$ cat src/hw/rtl/aldd_pkg.sv
package aldd_pkg;

    localparam int SAMPLE_W    = 12;
    localparam int DETECT_W    = 8;
    localparam int THRESH_W    = 12;
    localparam int CODE_W      = 4;
    localparam int CFG_DATA_W  = 12;
    localparam int CFG_IDX_W   = 1;

    localparam int LEVEL_SHIFT_DEF = 8;

    localparam logic [DETECT_W-1:0] DETECT_RST = DETECT_W'(10);
    localparam logic [THRESH_W-1:0] THRESH_RST = THRESH_W'(128);

    localparam logic [CODE_W-1:0] CODE_MAX = '1;

    typedef enum logic [CFG_IDX_W-1:0] {
        REG_DETECT_COUNT    = 1'b0,
        REG_PRESS_THRESHOLD = 1'b1
    } t_reg_idx;

endpackage

$ cat src/hw/rtl/adc_ladder_key_debounce_decoder_core.sv
// Resistor-ladder keypad front end: takes one 12-bit ADC sample per request, debounces the
// pressed/released decision (sample above press_threshold) over detect_count consecutive
// opposite samples, and on each flip rounds the sample to a ladder level of 2^LEVEL_SHIFT
// to form no_key and key_code. Every sample gives one result with a changed flag. The block
// takes one sample per cycle while the result side is not stalled; a sample's result reaches
// the outputs through an input register and a result register around one pass of
// compare/round logic. A stalled result holds the input register, and a new sample is taken
// in the same cycle that a waiting result leaves. Write configuration only while no sample
// is in flight.
module adc_ladder_key_debounce_decoder_core #(
    parameter int LEVEL_SHIFT = aldd_pkg::LEVEL_SHIFT_DEF
) (
    input  logic                                i_clk,
    input  logic                                i_rst_n,
    input  logic                                i_cfg_we,
    input  logic [aldd_pkg::CFG_IDX_W-1:0]      i_cfg_idx,
    input  logic [aldd_pkg::CFG_DATA_W-1:0]     i_cfg_wdata,
    input  logic                                i_in_valid,
    output logic                                o_in_stall,
    input  logic [aldd_pkg::SAMPLE_W-1:0]       i_sample,
    output logic                                o_out_valid,
    input  logic                                i_out_stall,
    output logic                                o_changed,
    output logic                                o_no_key,
    output logic [aldd_pkg::CODE_W-1:0]         o_key_code
);
    import aldd_pkg::*;

    localparam int SumW   = SAMPLE_W + 1;
    localparam int LevelW = SumW - LEVEL_SHIFT;
    localparam logic [SumW-1:0] Half = SumW'(1) << (LEVEL_SHIFT - 1);
    localparam logic [SumW-1:0] LevelSat = SumW'(CODE_MAX) + SumW'(1);

    logic [DETECT_W-1:0] r_detect;
    logic [THRESH_W-1:0] r_thresh;

    logic                r_s1_valid;
    logic [SAMPLE_W-1:0] r_sample;

    logic                r_pressed;
    logic [DETECT_W-1:0] r_count;
    logic                r_no_key;
    logic [CODE_W-1:0]   r_code;

    logic                r_out_valid;
    logic                r_changed;
    logic                r_out_no_key;
    logic [CODE_W-1:0]   r_out_code;

    logic                s2_ready;
    logic                s1_ready;
    logic                s1_fire;
    logic                pressed;
    logic [DETECT_W-1:0] count_inc;
    logic                flip;
    logic [SumW-1:0]     sum;
    logic [LevelW-1:0]   level;
    logic [SumW-1:0]     level_ext;
    logic                n_pressed;
    logic [DETECT_W-1:0] n_count;
    logic                n_no_key;
    logic [CODE_W-1:0]   n_code;

    assign s2_ready   = !r_out_valid || !i_out_stall;
    assign s1_ready   = !r_s1_valid || s2_ready;
    assign s1_fire    = r_s1_valid && s2_ready;
    assign o_in_stall = !s1_ready;

    assign pressed   = r_sample > r_thresh;
    assign count_inc = r_count + DETECT_W'(1);
    assign flip      = (pressed != r_pressed) && (count_inc >= r_detect);

    assign sum       = {1'b0, r_sample} + Half;
    assign level     = sum[SumW-1:LEVEL_SHIFT];
    assign level_ext = SumW'(level);

    always_comb begin
        n_pressed = r_pressed;
        n_count   = r_count;
        n_no_key  = r_no_key;
        n_code    = r_code;
        if (pressed == r_pressed) begin
            n_count = '0;
        end else if (flip) begin
            n_count   = '0;
            n_pressed = pressed;
            if (level_ext == '0) begin
                n_no_key = 1'b1;
            end else begin
                n_no_key = 1'b0;
                if (level_ext > LevelSat) begin
                    n_code = CODE_MAX;
                end else begin
                    n_code = CODE_W'(level_ext - SumW'(1));
                end
            end
        end else begin
            n_count = count_inc;
        end
    end

    always_ff @(posedge i_clk) begin
        if (!i_rst_n) begin
            r_detect <= DETECT_RST;
            r_thresh <= THRESH_RST;
        end else if (i_cfg_we) begin
            case (t_reg_idx'(i_cfg_idx))
                REG_DETECT_COUNT:    r_detect <= i_cfg_wdata[DETECT_W-1:0];
                REG_PRESS_THRESHOLD: r_thresh <= i_cfg_wdata[THRESH_W-1:0];
                default: ;
            endcase
        end
    end

    always_ff @(posedge i_clk) begin
        if (!i_rst_n) begin
            r_s1_valid  <= 1'b0;
            r_out_valid <= 1'b0;
            r_pressed   <= 1'b0;
            r_count     <= '0;
            r_no_key    <= 1'b1;
            r_code      <= '0;
        end else begin
            if (s1_ready) begin
                r_s1_valid <= i_in_valid;
            end
            if (s2_ready) begin
                r_out_valid <= r_s1_valid;
            end
            if (s1_fire) begin
                r_pressed <= n_pressed;
                r_count   <= n_count;
                r_no_key  <= n_no_key;
                r_code    <= n_code;
            end
        end
    end

    // hold payloads while stalled
    always_ff @(posedge i_clk) begin
        if (s1_ready && i_in_valid) begin
            r_sample <= i_sample;
        end
        if (s1_fire) begin
            r_changed    <= flip;
            r_out_no_key <= n_no_key;
            r_out_code   <= n_code;
        end
    end

    assign o_out_valid = r_out_valid;
    assign o_changed   = r_changed;
    assign o_no_key    = r_out_no_key;
    assign o_key_code  = r_out_code;

`ifndef NO_ASSERTIONS
    a_state_holds_when_idle: assert property (@(posedge i_clk) disable iff (!i_rst_n)
        !s1_fire |=> $stable(r_pressed) && $stable(r_count) && $stable(r_no_key)
            && $stable(r_code))
        else $error("debounce state moved without a request");

    a_result_matches_state: assert property (@(posedge i_clk) disable iff (!i_rst_n)
        s1_fire |=> o_out_valid && o_no_key == r_no_key && o_key_code == r_code)
        else $error("result does not match held key state");

    a_flip_clears_count: assert property (@(posedge i_clk) disable iff (!i_rst_n)
        s1_fire && flip |=> r_count == '0 && r_pressed != $past(r_pressed))
        else $error("flip did not toggle state and clear count");

    a_stalled_result_kept: assert property (@(posedge i_clk) disable iff (!i_rst_n)
        r_out_valid && i_out_stall |=> r_out_valid && $stable(r_changed)
            && $stable(r_out_no_key) && $stable(r_out_code))
        else $error("stalled result lost or changed");
`endif

endmodule

$ cat config.mk
export PLATFORM = sky130hd
export DESIGN_NAME = adc_ladder_key_debounce_decoder_core
export DESIGN_NICKNAME = d
export VERILOG_FILES = /design/src/hw/rtl/aldd_pkg.sv /design/src/hw/rtl/adc_ladder_key_debounce_decoder_core.sv
export SDC_FILE = /design/constraint.sdc
export NUM_CORES = 1
export LEC_CHECK = 0
export ABC_AREA = 1
export CAP_MARGIN = 10
export CELL_PAD_IN_SITES_DETAIL_PLACEMENT = 1
export CELL_PAD_IN_SITES_GLOBAL_PLACEMENT = 2
export CORE_ASPECT_RATIO = 0.6
export CORE_UTILIZATION = 31
export DETAILED_ROUTE_END_ITERATION = 16
export DONT_BUFFER_PORTS = 1
export GPL_TIMING_DRIVEN = 0
export PLACE_DENSITY = 0.73
export SYNTH_ARGS = -nofsm -noshare
export SYNTH_HDL_FRONTEND = slang
export SYNTH_SLANG_ARGS = --single-unit
$ cat constraint.sdc
create_clock -name i_clk -period 3.12 [get_ports i_clk]
set_input_delay 0.312 -clock i_clk [delete_from_list [all_inputs] [get_ports i_clk]]
set_output_delay 0.312 -clock i_clk [all_outputs]
set_load 0.05 [all_outputs]
Word-level counts from Yosys, hierarchy flattened
Index checks and enable logic that the tools add are counted.
{"block": "totals", "out_inout_bits": 8, "input_bits": 30, "word_cells": 44, "regBits": 54}
{"block": "classes", "n_reduce_logical": 13, "mux": 9, "bitwise_logic": 2, "add_sub_neg": 3, "n_lt_le_gt_ge": 3, "n_eq_ne": 2}
{"cell": "$mux 4", "count": 4}
{"cell": "$mux 8", "count": 2}
{"cell": "$add 12x8->13 const B", "count": 1}
{"cell": "$logic_not 13->1", "count": 1}
{"cell": "$gt 12x12->1", "count": 1}
{"cell": "$add 8x1->8 const B", "count": 1}
{"cell": "$ge 8x8->1", "count": 1}
{"cell": "$gt 5x5->1 const B", "count": 1}
{"cell": "$logic_not 1->1", "count": 4}
{"cell": "$reduce_and 2->1", "count": 2}
{"cell": "$sub 4x1->4 const B", "count": 1}
{"cell": "$logic_and 1x1->1", "count": 3}
{"cell": "$mux 1", "count": 3}
{"cell": "$reduce_and 3->1", "count": 1}
{"cell": "$logic_or 1x1->1", "count": 2}
{"cell": "$not 1->1", "count": 2}
{"cell": "$eq 1x1->1", "count": 1}
{"cell": "$ne 1x1->1", "count": 1}

Depth between registers and ports, before layout
Gate-level depths: netlist (run 1).
{"block": "depth", "word_depth": 6, "ltp_mapped": 17, "depth_no_buf": 16}

Worst setup path after synthesis (run 1)
OpenSTA, ideal clock, no wires.
{"block": "synth_timing", "path_kind": "register to register", "from": "register r_count[0]", "to": "register r_out_no_key (netlist: o_no_key) (data pin)", "setup_ns": 0.254, "slack_ns": 0.840, "n_path_buf": 0, "stages_incl_launch_ff": 12, "arrival_ns": 2.026, "synth_period_minus_slack_ns": 2.280, "required_time_ns": 2.866, "cell_sequence": "dfxtp_1 > ha_1 > nand3_1 > nand3b_1 > xor2_1 > ha_1 > nand2_1 > nor2_1 > nand4_1 > nand3_4 > nand3_2 > o21a_1"}
{"block": "synth_via", "elab_chain_len": 5}
{"item": "start: declaration", "line_no": "adc_ladder_key_debounce_decoder_core.sv:41", "rtl": "logic [DETECT_W-1:0] r_count;"}
{"item": "start signal: assignment", "line_no": "adc_ladder_key_debounce_decoder_core.sv:132", "rtl": "r_count <= n_count;"}
{"item": "$add 8x1->8", "line_no": "adc_ladder_key_debounce_decoder_core.sv:70", "rtl": "assign count_inc = r_count + DETECT_W'(1);"}
{"item": "$ge 8x8->1", "line_no": "adc_ladder_key_debounce_decoder_core.sv:71", "rtl": "assign flip = (pressed != r_pressed) && (count_inc >= r_detect);"}
{"item": "$logic_and 1x1->1", "line_no": "adc_ladder_key_debounce_decoder_core.sv:71"}
{"item": "$mux 1", "line_no": "adc_ladder_key_debounce_decoder_core.sv:84", "rtl": "end else if (flip) begin"}
{"item": "$mux 1", "line_no": "adc_ladder_key_debounce_decoder_core.sv:82", "rtl": "if (pressed == r_pressed) begin"}
{"item": "via n_no_key", "line_no": "adc_ladder_key_debounce_decoder_core.sv:61", "rtl": "logic n_no_key;"}
{"item": "end signal: assignment", "line_no": "adc_ladder_key_debounce_decoder_core.sv:146", "rtl": "r_out_no_key <= n_no_key;"}
{"item": "end: declaration", "line_no": "adc_ladder_key_debounce_decoder_core.sv:47", "rtl": "logic r_out_no_key;"}
The timed path passes the listed nets, and every way through them passes these cells.
A chain may end at the register's enable or synchronous reset.

Worst setup path after layout (run 1)
{"block": "layout_timing", "from": "register r_count[0]", "to": "register r_count[7]"}
{"block": "layout_via", "elab_chain_len": 5}
{"item": "$add 8x1->8 (*)", "line_no": "adc_ladder_key_debounce_decoder_core.sv:70"}
{"item": "$ge 8x8->1", "line_no": "adc_ladder_key_debounce_decoder_core.sv:71"}
{"item": "$logic_and 1x1->1", "line_no": "adc_ladder_key_debounce_decoder_core.sv:71"}
{"item": "$mux 8 (*)", "line_no": "adc_ladder_key_debounce_decoder_core.sv:84"}
{"item": "$mux 8 (*)", "line_no": "adc_ladder_key_debounce_decoder_core.sv:82"}
Every way passes the cells marked *; elsewhere a longest branch is shown, timed or not.

==> results of run 1 <==
==> synthesized netlist by cell type (3+ instances only) <==
library cell,instances
a21oi_1,34
clkbuf_1,7
dfxtp_1,36
edfxtp_1,18
ha_1,23
inv_1,57
inv_2,3
nand2_1,80
nand3_1,20
nand3_2,8
nand4_1,5
nor2_1,20
o211ai_1,3
o21ai_0,18
o21ai_1,3
xor2_1,5
==> worst max-delay path: cells and delay by family, from the launching register on <==
family / cells / cell delay (ns)
AND/OR/NAND/NOR: 7 / 1.39
flip-flops: 1 / 0.40
XOR/XNOR: 1 / 0.20
AO/OA/AOI/OAI: 2 / 0.20
adder cells (fa/ha/maj): 2 / 0.47
==> flip-flops by register name, summed over array words and instances, names as in the netlist, 4 cells and up <==
name / flops
r_thresh: 12
o_key_code: 4
r_code: 4
r_detect: 8
r_sample: 12
r_count: 8
==> worst max path at each step <==
stage / start / to / slack [ns]
global route: r_count[0] / r_count[6] / 0.07
detailed placement: r_count[0] / r_count[5] / 0.36
finish: r_count[0] / r_count[7] / 0.39
CTS: r_count[0] / r_count[7] / 0.35
global placement: r_count[0] / r_count[5] / 0.47
floorplan: r_count[0] / o_no_key / 0.84
==> final cells by class <==
cell class / count / area, um^2
buffer: 9 / 45.0
clock buffer: 6 / 129
clock inverter: 2 / 13.8
fill: 1067 / 5590
inverter: 61 / 230
multi-input combinational: 233 / 1340
sequential: 54 / 1260
tap: 112 / 140
==> metal layers <==
layer | wire length, um | vias up | GRT usage
li1 | - | 1172 | -
met1 | 3690 | 1041 | 0.216
met2 | 2650 | 25 | 0.221
met3 | 203 | 6 | 0.0393
met4 | 71 | 0 | 0.0434
met5 | 0 | - | 0
==> power by group <==
part	switching (W)	total, W	internal, W	leakage [nW]
Combinational	0.000140	0.000215	0.0000744	0.902
Clock	0.000261	0.000560	0.000299	0.0708
Sequential	0.0000350	0.000802	0.000767	0.469
Total	0.000436	0.00158	0.00114	1.44
==> stage by stage <==
step	hold slack [ns]	util	cells	setup slack, ns
after detailed placement	0.411	0.345	469	0.365
after floorplan	0.411	-	357	0.840
final	0.107	0.361	477	0.389
after global routing	0.0898	0.361	477	0.0736
after global placement	0.411	0.345	469	0.472
after CTS	0.0980	0.361	477	0.354
==> layout by cell type (no fill, tap or decap), drive strengths merged, types with 2 or more instances in the layout <==
master | Yosys | layout
clkbuf | 7 | 13
inv | 60 | 60
edfxtp | 18 | 18
nand3 | 29 | 29
ha | 23 | 23
clkinv | 1 | 3
nand2 | 82 | 82
a21oi | 34 | 34
o211ai | 3 | 3
buf | 2 | 2
nor2 | 22 | 22
dfxtp | 36 | 36
nand4 | 5 | 5
xor2 | 5 | 5
o21ai | 21 | 21
==> logic make-up after synthesis <==
family | synth area share
flops | 0.438
xor+xnor | 0.0152
buf+inv | 0.0956
fa+ha+maj | 0.100
simple gates | 0.233
compound gates | 0.118
==> reports/results.ini, run 1 <==
[run_status]
status=completed

[run]
maxCapViolCount=0

[critical_path]
critical_path_required_ns=3.34
slowest_stage=dfxtp_1
ff2ff_setup_slack_ns=0.39
worstSetupStartpointType=register
end_kind=register
path_class=register to register
reg2regPathDepth=12
cp_slowest_stage_delay_ns=0.40
path_max_fanout=8
r2r_end=r_count[7]
cp_cell_sequence=ha_1 > nand3_1 > nand3b_1 > xor2_1 > ha_1 > nand2_1 > a21oi_1 > nor3b_2 > nand3_4 > nor2_2 > nand3_1 > a21oi_1
worstPathArrival_ns=2.95
r2r-start=r_count[0]

[sta]
slew_violations=0
setup_tns_ns=0
rsz0062_at_grt=false
hold_viol=0
skew_ns=0.00644
finalCritPeriodShare=0.875
max_freq_mhz=366
min_period_ns=2.73
slew-limit-headroom=0.381
worst_slew_pin_slew_ns=0.925
setup_viol=0

[die]
start_util=0.329
io_pins=38
die_x_um=126
rows=26
core_um2=8750
die-area_um2=9690
die_y_um=76.6

[clock_tree]
numCtsBuffers=5
cts.repair.resized=0
clkLatencyLatePin_ns=0.30
clock_tree.buffer_depth=2
clkSinkCount=54
postCtsHoldBufs=0
cts_tree=yes
clock-root-buffer=clkbuf_16
cts_max_level=2
cts_setup_buffers=0
clkSlewWorstSetupHoldPaths_ns=0.07

[synthesis]
yosysUniqueCellTypes=33
synth_warnings=0
synth-seq-cells=54
syn-num-nets=410
seq_area_frac_synth=0.438
synth_edf_count=18
synth_cells=357
synth_area_leaders=dfxtp_1 25%, edfxtp_1 19%, nand2_1 10%
async_flop_share=0
synth_ff_type=dfxtp_1
avgSynthCellArea_um2=8.06
yosys.area.top_type_share=0.250
yosysTopAreaCell=dfxtp_1
synthesis.area_um2=2880

[routing]
viasPerCell=4.70
drtPass1Iterations=4
drc=0
vias=2244
wl_per_cell_um=13.9
drt_iter0_markers=117
ant_nets=0
wl_mm=6.62

[global_route]
grt_max_degree=17
grtUsageTotal=0.151
antenna_found_initial=0
first_global_vias=2355
grt-ovfl-total=0
grt_pass1_wl_mm=11.4

[min_path]
hold_path_class=input port to register
worstHoldStart=i_sample[1]
worstHoldPathCells=0
hold_path_end=r_sample[1]

[cells_and_area]
layout-drive-gt1-share=0.0795
area.growth.synth_to_final_pct=9.82
postLayoutCellArea_um2=3160
diodes=0
final_nets=417

[pwr]
peakVddDrop_v=0.000219
p_per_area_nw_per_um2=499
p_leak_nw=1.44
total_power_w=0.00158

[place]
postPlaceCellArea_um2=3020
port_buffers=0
hpwl_mm=5.29
gp_congestion=0.759

Power figures use the tool's default switching activity.
==> run 2, diff against run 1 <==
--- a/config.mk
+++ b/config.mk
@@ -5,7 +5,6 @@
 export SDC_FILE = /design/constraint.sdc
 export NUM_CORES = 1
 export LEC_CHECK = 0
-export ABC_AREA = 1
 export CAP_MARGIN = 10
 export CELL_PAD_IN_SITES_DETAIL_PLACEMENT = 1
 export CELL_PAD_IN_SITES_GLOBAL_PLACEMENT = 2
@@ -14,7 +13,8 @@
 export DETAILED_ROUTE_END_ITERATION = 16
 export DONT_BUFFER_PORTS = 1
 export GPL_TIMING_DRIVEN = 0
-export PLACE_DENSITY = 0.73
+export PLACE_DENSITY = 0.7
+export SKIP_CTS_REPAIR_TIMING = 1
 export SYNTH_ARGS = -nofsm -noshare
 export SYNTH_HDL_FRONTEND = slang
 export SYNTH_SLANG_ARGS = --single-unit
==> reports/results.ini, run 2 <==
[routing]
viasPerCell=4.91  ; was 4.70
ant_nets=0  ; unchanged
vias=1934  ; was 2244
drt_iter0_markers=70  ; was 117
drtPass1Iterations=4  ; unchanged
wl_per_cell_um=15.3  ; was 13.9 um
drc=0  ; unchanged
wl_mm=6.04  ; was 6.62 mm

[sta]
hold_viol=0  ; unchanged
setup_viol=0  ; unchanged
slew_violations=0  ; unchanged
setup_tns_ns=0  ; unchanged
worst_slew_pin_slew_ns=1.00  ; was 0.925 ns
rsz0062_at_grt=false  ; unchanged
max_freq_mhz=350  ; was 366 MHz
skew_ns=0.00384  ; was 0.00644 ns
slew-limit-headroom=0.332  ; was 0.381
min_period_ns=2.86  ; was 2.73 ns
finalCritPeriodShare=0.917  ; was 0.875

[global_route]
grt_max_degree=16  ; was 17
grt_pass1_wl_mm=9.91  ; was 11.4 mm
grt-ovfl-total=0  ; unchanged
grtUsageTotal=0.147  ; was 0.151
first_global_vias=1940  ; was 2355
antenna_found_initial=0  ; unchanged

[die]
io_pins=38  ; unchanged
rows=26  ; unchanged
core_um2=8520  ; was 8750 um^2
die_y_um=74.6  ; was 76.6 um
start_util=0.320  ; was 0.329
die-area_um2=9190  ; was 9690 um^2
die_x_um=123  ; was 126 um

[synthesis]
ys_top_cells_by_count=51 x nand2_1, 36 x dfxtp_1, 23 x ha_1  ; was 80 x nand2_1, 57 x inv_1, 36 x dfxtp_1
yosysTopAreaCell=dfxtp_1  ; unchanged
synth_warnings=0  ; unchanged
async_flop_share=0  ; unchanged
yosys.area.top_type_share=0.264  ; was 0.250
syn-num-nets=326  ; was 410
avgSynthCellArea_um2=9.99  ; was 8.06 um^2
synth_edf_count=18  ; unchanged
seq_area_frac_synth=0.463  ; was 0.438
yosysMostFrequentCell=nand2_1  ; unchanged
synth_area_leaders=dfxtp_1 26%, edfxtp_1 20%, ha_1 11%  ; was dfxtp_1 25%, edfxtp_1 19%, nand2_1 10%
synth_ff_type=dfxtp_1  ; unchanged
yosysUniqueCellTypes=41  ; was 33
synth_cells=273  ; was 357
synth-seq-cells=54  ; unchanged
synthesis.area_um2=2730  ; was 2880 um^2

[pwr]
p_sw_w=0.000378  ; was 0.000436 W
power_frac_clock=0.367  ; was 0.355
total_power_w=0.00149  ; was 0.00158 W
p_int_w=0.00111  ; was 0.00114 W
combPwrFrac=0.107  ; was 0.136
p_sw_frac=0.254  ; was 0.277
peakVddDrop_v=0.000199  ; was 0.000219 V
p_leak_nw=1.16  ; was 1.44 nW
p_per_area_nw_per_um2=493  ; was 499 nW/um^2
pwr-share-seq=0.526  ; was 0.509

[critical_path]
path_class=register to register  ; unchanged
worstSetupStartpointType=register  ; unchanged
end_kind=register  ; unchanged
worstPathArrival_ns=2.90  ; was 2.95 ns
path_max_fanout=6  ; was 8
critical_path_required_ns=3.16  ; was 3.34 ns

[clock_tree]
clock_tree.buffer_depth=2  ; unchanged
clkLatencyLatePin_ns=0.29  ; was 0.30 ns
clock-root-buffer=clkbuf_16  ; unchanged
clkSinkCount=54  ; unchanged
cts_tree=yes  ; unchanged
numCtsBuffers=5  ; unchanged
cts_max_level=2  ; unchanged
clkSlewWorstSetupHoldPaths_ns=0.07  ; about the same

[run_status]
status=completed  ; unchanged

[place]
port_buffers=0  ; unchanged
hpwl_mm=4.69  ; was 5.29 mm
postPlaceCellArea_um2=2870  ; was 3020 um^2
gp_congestion=0.717  ; was 0.759

[cells_and_area]
reg_top3=r_sample: 12 flops, r_thresh: 12 flops  ; unchanged
num-fill-cells=987  ; was 1067
multi_input_area_um2=1360  ; was 1340 um^2
area.growth.synth_to_final_pct=10.7  ; was 9.82%
layout-drive-gt1-share=0.0674  ; was 0.0795
final_nets=334  ; was 417
postLayoutCellArea_um2=3020  ; was 3160 um^2
diodes=0  ; unchanged
final_common_cell=nand2_1  ; unchanged
seqCellArea_um2=1260  ; unchanged
layout_common_cells=51 x nand2_1, 36 x dfxtp_1, 23 x ha_1  ; was 80 x nand2_1, 57 x inv_1, 36 x dfxtp_1

[min_path]
hold_path_class=input port to register  ; unchanged

[run]
maxCapViolCount=0  ; unchanged

## run 2: cells by family after synthesis
kind of cell,after synthesis,share of synthesized area
and+or+nand+nor,87,0.148
AOI/OAI and AO/OA,61,0.173
DFF,54,0.463
buffers and inverters,30,0.0413
adders and majority gates,23,0.106
xor gates and xnor gates,11,0.0422
muxes,7,0.0275
## run 2: metal layers
metal | up-vias | wire (um) | GRT usage
li1 | 979 | - | -
met1 | 920 | 3370 | 0.215
met2 | 27 | 2310 | 0.205
met3 | 8 | 276 | 0.0447
met4 | 0 | 76 | 0.0482
met5 | - | 0 | 0
## run 2: final timing paths
check | slack [ns] | startpoint | depth (start not counted) | to
hold / removal | 0.11 | i_sample[9] | 0 | r_sample[9]
setup reg to reg | 0.26 | r_count[0] | 9 | o_key_code[2]
hold reg to reg | 0.47 | r_thresh[3] | 2 | r_thresh[3]
setup / recovery | 0.26 | r_count[0] | 9 | o_key_code[2]
## run 2: metrics by stage
stage,std cells,utilization,setup slack [ns],hold slack (ns)
2_1_floorplan,273,-,0.583,0.411
3_3_place_gp,385,0.336,0.214,0.411
3_5_place_dp,385,0.336,0.187,0.411
4_1_cts,393,0.352,0.162,0.103
5_1_grt,394,0.354,0.00986,0.0966
6_report,394,0.354,0.261,0.111
## run 2: layout make-up
| type | instances | area share |
|---|---|---|
| multi-input cells | 189 | 0.450 |
| flip-flops and latches | 54 | 0.418 |
| well taps | 112 | 0.0464 |
| clock buffers | 6 | 0.0427 |
| inverters | 22 | 0.0274 |
| plain buffers | 8 | 0.00995 |
| clock inverters | 2 | 0.00290 |
| repair buffers | 1 | 0.00249 |
## run 2: worst max-delay path: stages, from the launching register on
cell     delay [ns]
dfxtp_1        0.43
ha_1           0.22
nand3_1        0.14
nor2_1         0.17
xor2_1         0.21
ha_1           0.28
a21o_1         0.18
a221o_1        0.47
nand3_4        0.15
mux2_2         0.35
## run 2: power groups by stage
stage / Clock (W) / Sequential [W] / Combinational, W
after floorplan: 0 / 0.000794 / 0.000120
after global placement: 0 / 0.000800 / 0.000155
after detailed placement: 0 / 0.000800 / 0.000159
after CTS: 0.000573 / 0.000784 / 0.000160
after global routing: 0.000593 / 0.000788 / 0.000183
final: 0.000547 / 0.000784 / 0.000159
==> run 3, diff against run 2 <==
--- a/config.mk
+++ b/config.mk
@@ -9,12 +9,14 @@
 export CELL_PAD_IN_SITES_DETAIL_PLACEMENT = 1
 export CELL_PAD_IN_SITES_GLOBAL_PLACEMENT = 2
 export CORE_ASPECT_RATIO = 0.6
+export CORE_MARGIN = 3
 export CORE_UTILIZATION = 31
 export DETAILED_ROUTE_END_ITERATION = 16
 export DONT_BUFFER_PORTS = 1
 export GPL_TIMING_DRIVEN = 0
 export PLACE_DENSITY = 0.7
 export SKIP_CTS_REPAIR_TIMING = 1
+export SLEW_MARGIN = 30
 export SYNTH_ARGS = -nofsm -noshare
 export SYNTH_HDL_FRONTEND = slang
 export SYNTH_SLANG_ARGS = --single-unit
==> reports/results.ini, run 3 (same netlist as run 2, synthesis figures left out) <==
[critical_path]
r2r_end=r_code[2]  ; was o_key_code[2]
cp_cell_sequence=ha_1 > nand3_1 > nor2_1 > xor2_1 > ha_1 > a21o_1 > a221o_1 > nand3_1 > nor2_1 > a31o_2  ; was ha_1 > nand3_1 > nor2_1 > xor2_1 > ha_1 > a21o_1 > a221o_1 > nand3_4 > mux2_2
path_max_fanout=6  ; unchanged
path_delay_family=compound AO/OA/AOI/OAI gates  ; unchanged
slowest_stage=a221o_1  ; unchanged
critical_path_required_ns=3.31  ; was 3.16 ns
path_class=register to register  ; unchanged
ff2ff_setup_slack_ns=0.19  ; was 0.26 ns
end_kind=register  ; unchanged
reg2regPathDepth=10  ; was 9
r2r-start=r_count[0]  ; unchanged
cp_slowest_stage_delay_ns=0.47  ; about the same
worstSetupStartpointType=register  ; unchanged
worstPathArrival_ns=3.12  ; was 2.90 ns
cp.buffers_inverters=0  ; unchanged

[sta]
min_period_ns=2.93  ; was 2.86 ns
worst_slew_pin_slew_ns=0.732  ; was 1.00 ns
hold_viol=0  ; unchanged
rsz0062_at_grt=false  ; unchanged
skew_ns=0.00568  ; was 0.00384 ns
slew_violations=0  ; unchanged
setup_viol=0  ; unchanged
holdWs_ns=0.109  ; was 0.111 ns
max_freq_mhz=341  ; was 350 MHz
setup_tns_ns=0  ; unchanged
slew-limit-headroom=0.510  ; was 0.332
finalCritPeriodShare=0.939  ; was 0.917

[global_route]
use_met1=0.193  ; was 0.215
grt.met3_usage=0.0489  ; was 0.0447
first_global_vias=1951  ; was 1940
grt_pass1_wl_mm=10.3  ; was 9.91 mm
grt_max_degree=17  ; was 16
antenna_found_initial=0  ; unchanged
grt-ovfl-total=0  ; unchanged
busiest_layer=met1  ; unchanged
grtUsageMet2=0.187  ; was 0.205
grtUsageTotal=0.135  ; was 0.147

[cells_and_area]
num-fill-cells=940  ; was 987
finalNonFillerCells=389  ; was 394
layout-drive-gt1-share=0.0747  ; was 0.0674
postLayoutCoreUtil=0.369  ; was 0.354
diodes=0  ; unchanged
layout_common_cells=51 x nand2_1, 36 x dfxtp_1, 23 x ha_1  ; unchanged
final_nets=333  ; was 334
final_common_cell=nand2_1  ; unchanged
reg_top3=r_sample: 12 flops, r_thresh: 12 flops  ; unchanged
area.growth.synth_to_final_pct=10.8  ; was 10.7%

[die]
die_x_um=127  ; was 123 um
rows=25  ; was 26
start_util=0.333  ; was 0.320
core_um2=8200  ; was 8520 um^2
die_y_um=78.6  ; was 74.6 um
die-area_um2=9990  ; was 9190 um^2
io_pins=38  ; unchanged

[clock_tree]
clock-root-buffer=clkbuf_16  ; unchanged
cts_max_level=2  ; unchanged
cts_tree=yes  ; unchanged
clkSinkCount=54  ; unchanged
numCtsBuffers=5  ; unchanged
clkLatencyLatePin_ns=0.29  ; about the same
clock_tree.buffer_depth=2  ; unchanged
clkSlewWorstSetupHoldPaths_ns=0.07  ; about the same

[place]
gp_congestion=0.724  ; was 0.717
dp.cells=381  ; was 385
hpwl_mm=4.95  ; was 4.69 mm
port_buffers=0  ; unchanged

[pwr]
p_per_area_nw_per_um2=503  ; was 493 nW/um^2
peakVddDrop_v=0.000190  ; was 0.000199 V
p_leak_nw=1.16  ; about the same

[min_path]
hold_path_class=input port to register  ; unchanged
hold_path_end=r_sample[3]  ; was r_sample[9]
worstHoldPathCells=0  ; unchanged
worstHoldStart=i_sample[3]  ; was i_sample[9]

[run_status]
status=completed  ; unchanged

[run]
maxCapViolCount=0  ; unchanged

[routing]
drc=0  ; unchanged
vias=1922  ; was 1934
viasPerCell=4.94  ; was 4.91
wl_mm=6.27  ; was 6.04 mm
ant_nets=0  ; unchanged
wl_per_cell_um=16.1  ; was 15.3 um
drtPass1Iterations=4  ; unchanged
drt_iter0_markers=85  ; was 70

## run 3: final cells by class
class / count / area (um^2) / area share
buffer: 8 / 30.0 / 0.00994
inverter: 22 / 82.6 / 0.0273
clock inverter: 2 / 12.5 / 0.00414
sequential: 54 / 1260 / 0.417
multi-input combinational: 189 / 1360 / 0.451
tap: 108 / 135 / 0.0447
clock buffer: 6 / 139 / 0.0460
## run 3: worst max-delay path by stage
| stage | start | to | slack [ns] | depth (start not counted) |
|---|---|---|---|---|
| finish | r_count[0] | r_code[2] | 0.19 | 10 |
| global route | r_count[0] | r_code[2] | 0.009 | 10 |
| CTS | r_count[0] | r_count[0] | 0.15 | 10 |
| detailed placement | r_count[0] | r_count[0] | 0.17 | 10 |
| global placement | r_count[0] | r_count[3] | 0.18 | 9 |
| floorplan | r_count[0] | o_key_code[0] | 0.58 | 9 |
## run 3: metrics by stage
stage | setup slack, ns | total power, W | cell area [um^2]
floorplan | 0.583 | 0.000915 | 2730
CTS | 0.149 | 0.00155 | 3020
finish | 0.191 | 0.00152 | 3020
global placement | 0.178 | 0.000955 | 2860
detailed placement | 0.167 | 0.000962 | 2860
global route | 0.00941 | 0.00161 | 3020
## run 3: layer usage
layer / up-vias / share of wire / wire [um]
met4: 0 / 0.010 / 65
met2: 30 / 0.39 / 2470
met5: - / 0 / 0
met1: 911 / 0.54 / 3380
li1: 976 / - / -
met3: 5 / 0.056 / 351
## run 3: worst reg2reg max path, stage by stage, from the launching register on
cell,delay [ns]
dfxtp_1,0.44
ha_1,0.22
nand3_1,0.15
nor2_1,0.19
xor2_1,0.21
ha_1,0.28
a21o_1,0.18
a221o_1,0.47
nand3_1,0.26
nor2_1,0.14
a31o_2,0.29
## run 3: power breakdown
| group | leakage (nW) | internal (W) | total (W) | switching, W |
|---|---|---|---|---|
| clock | 0.0729 | 0.000319 | 0.000577 | 0.000258 |
| combinational | 0.617 | 0.0000616 | 0.000158 | 0.0000964 |
| sequential | 0.467 | 0.000755 | 0.000784 | 0.0000287 |
| total | 1.16 | 0.00114 | 0.00152 | 0.000383 |
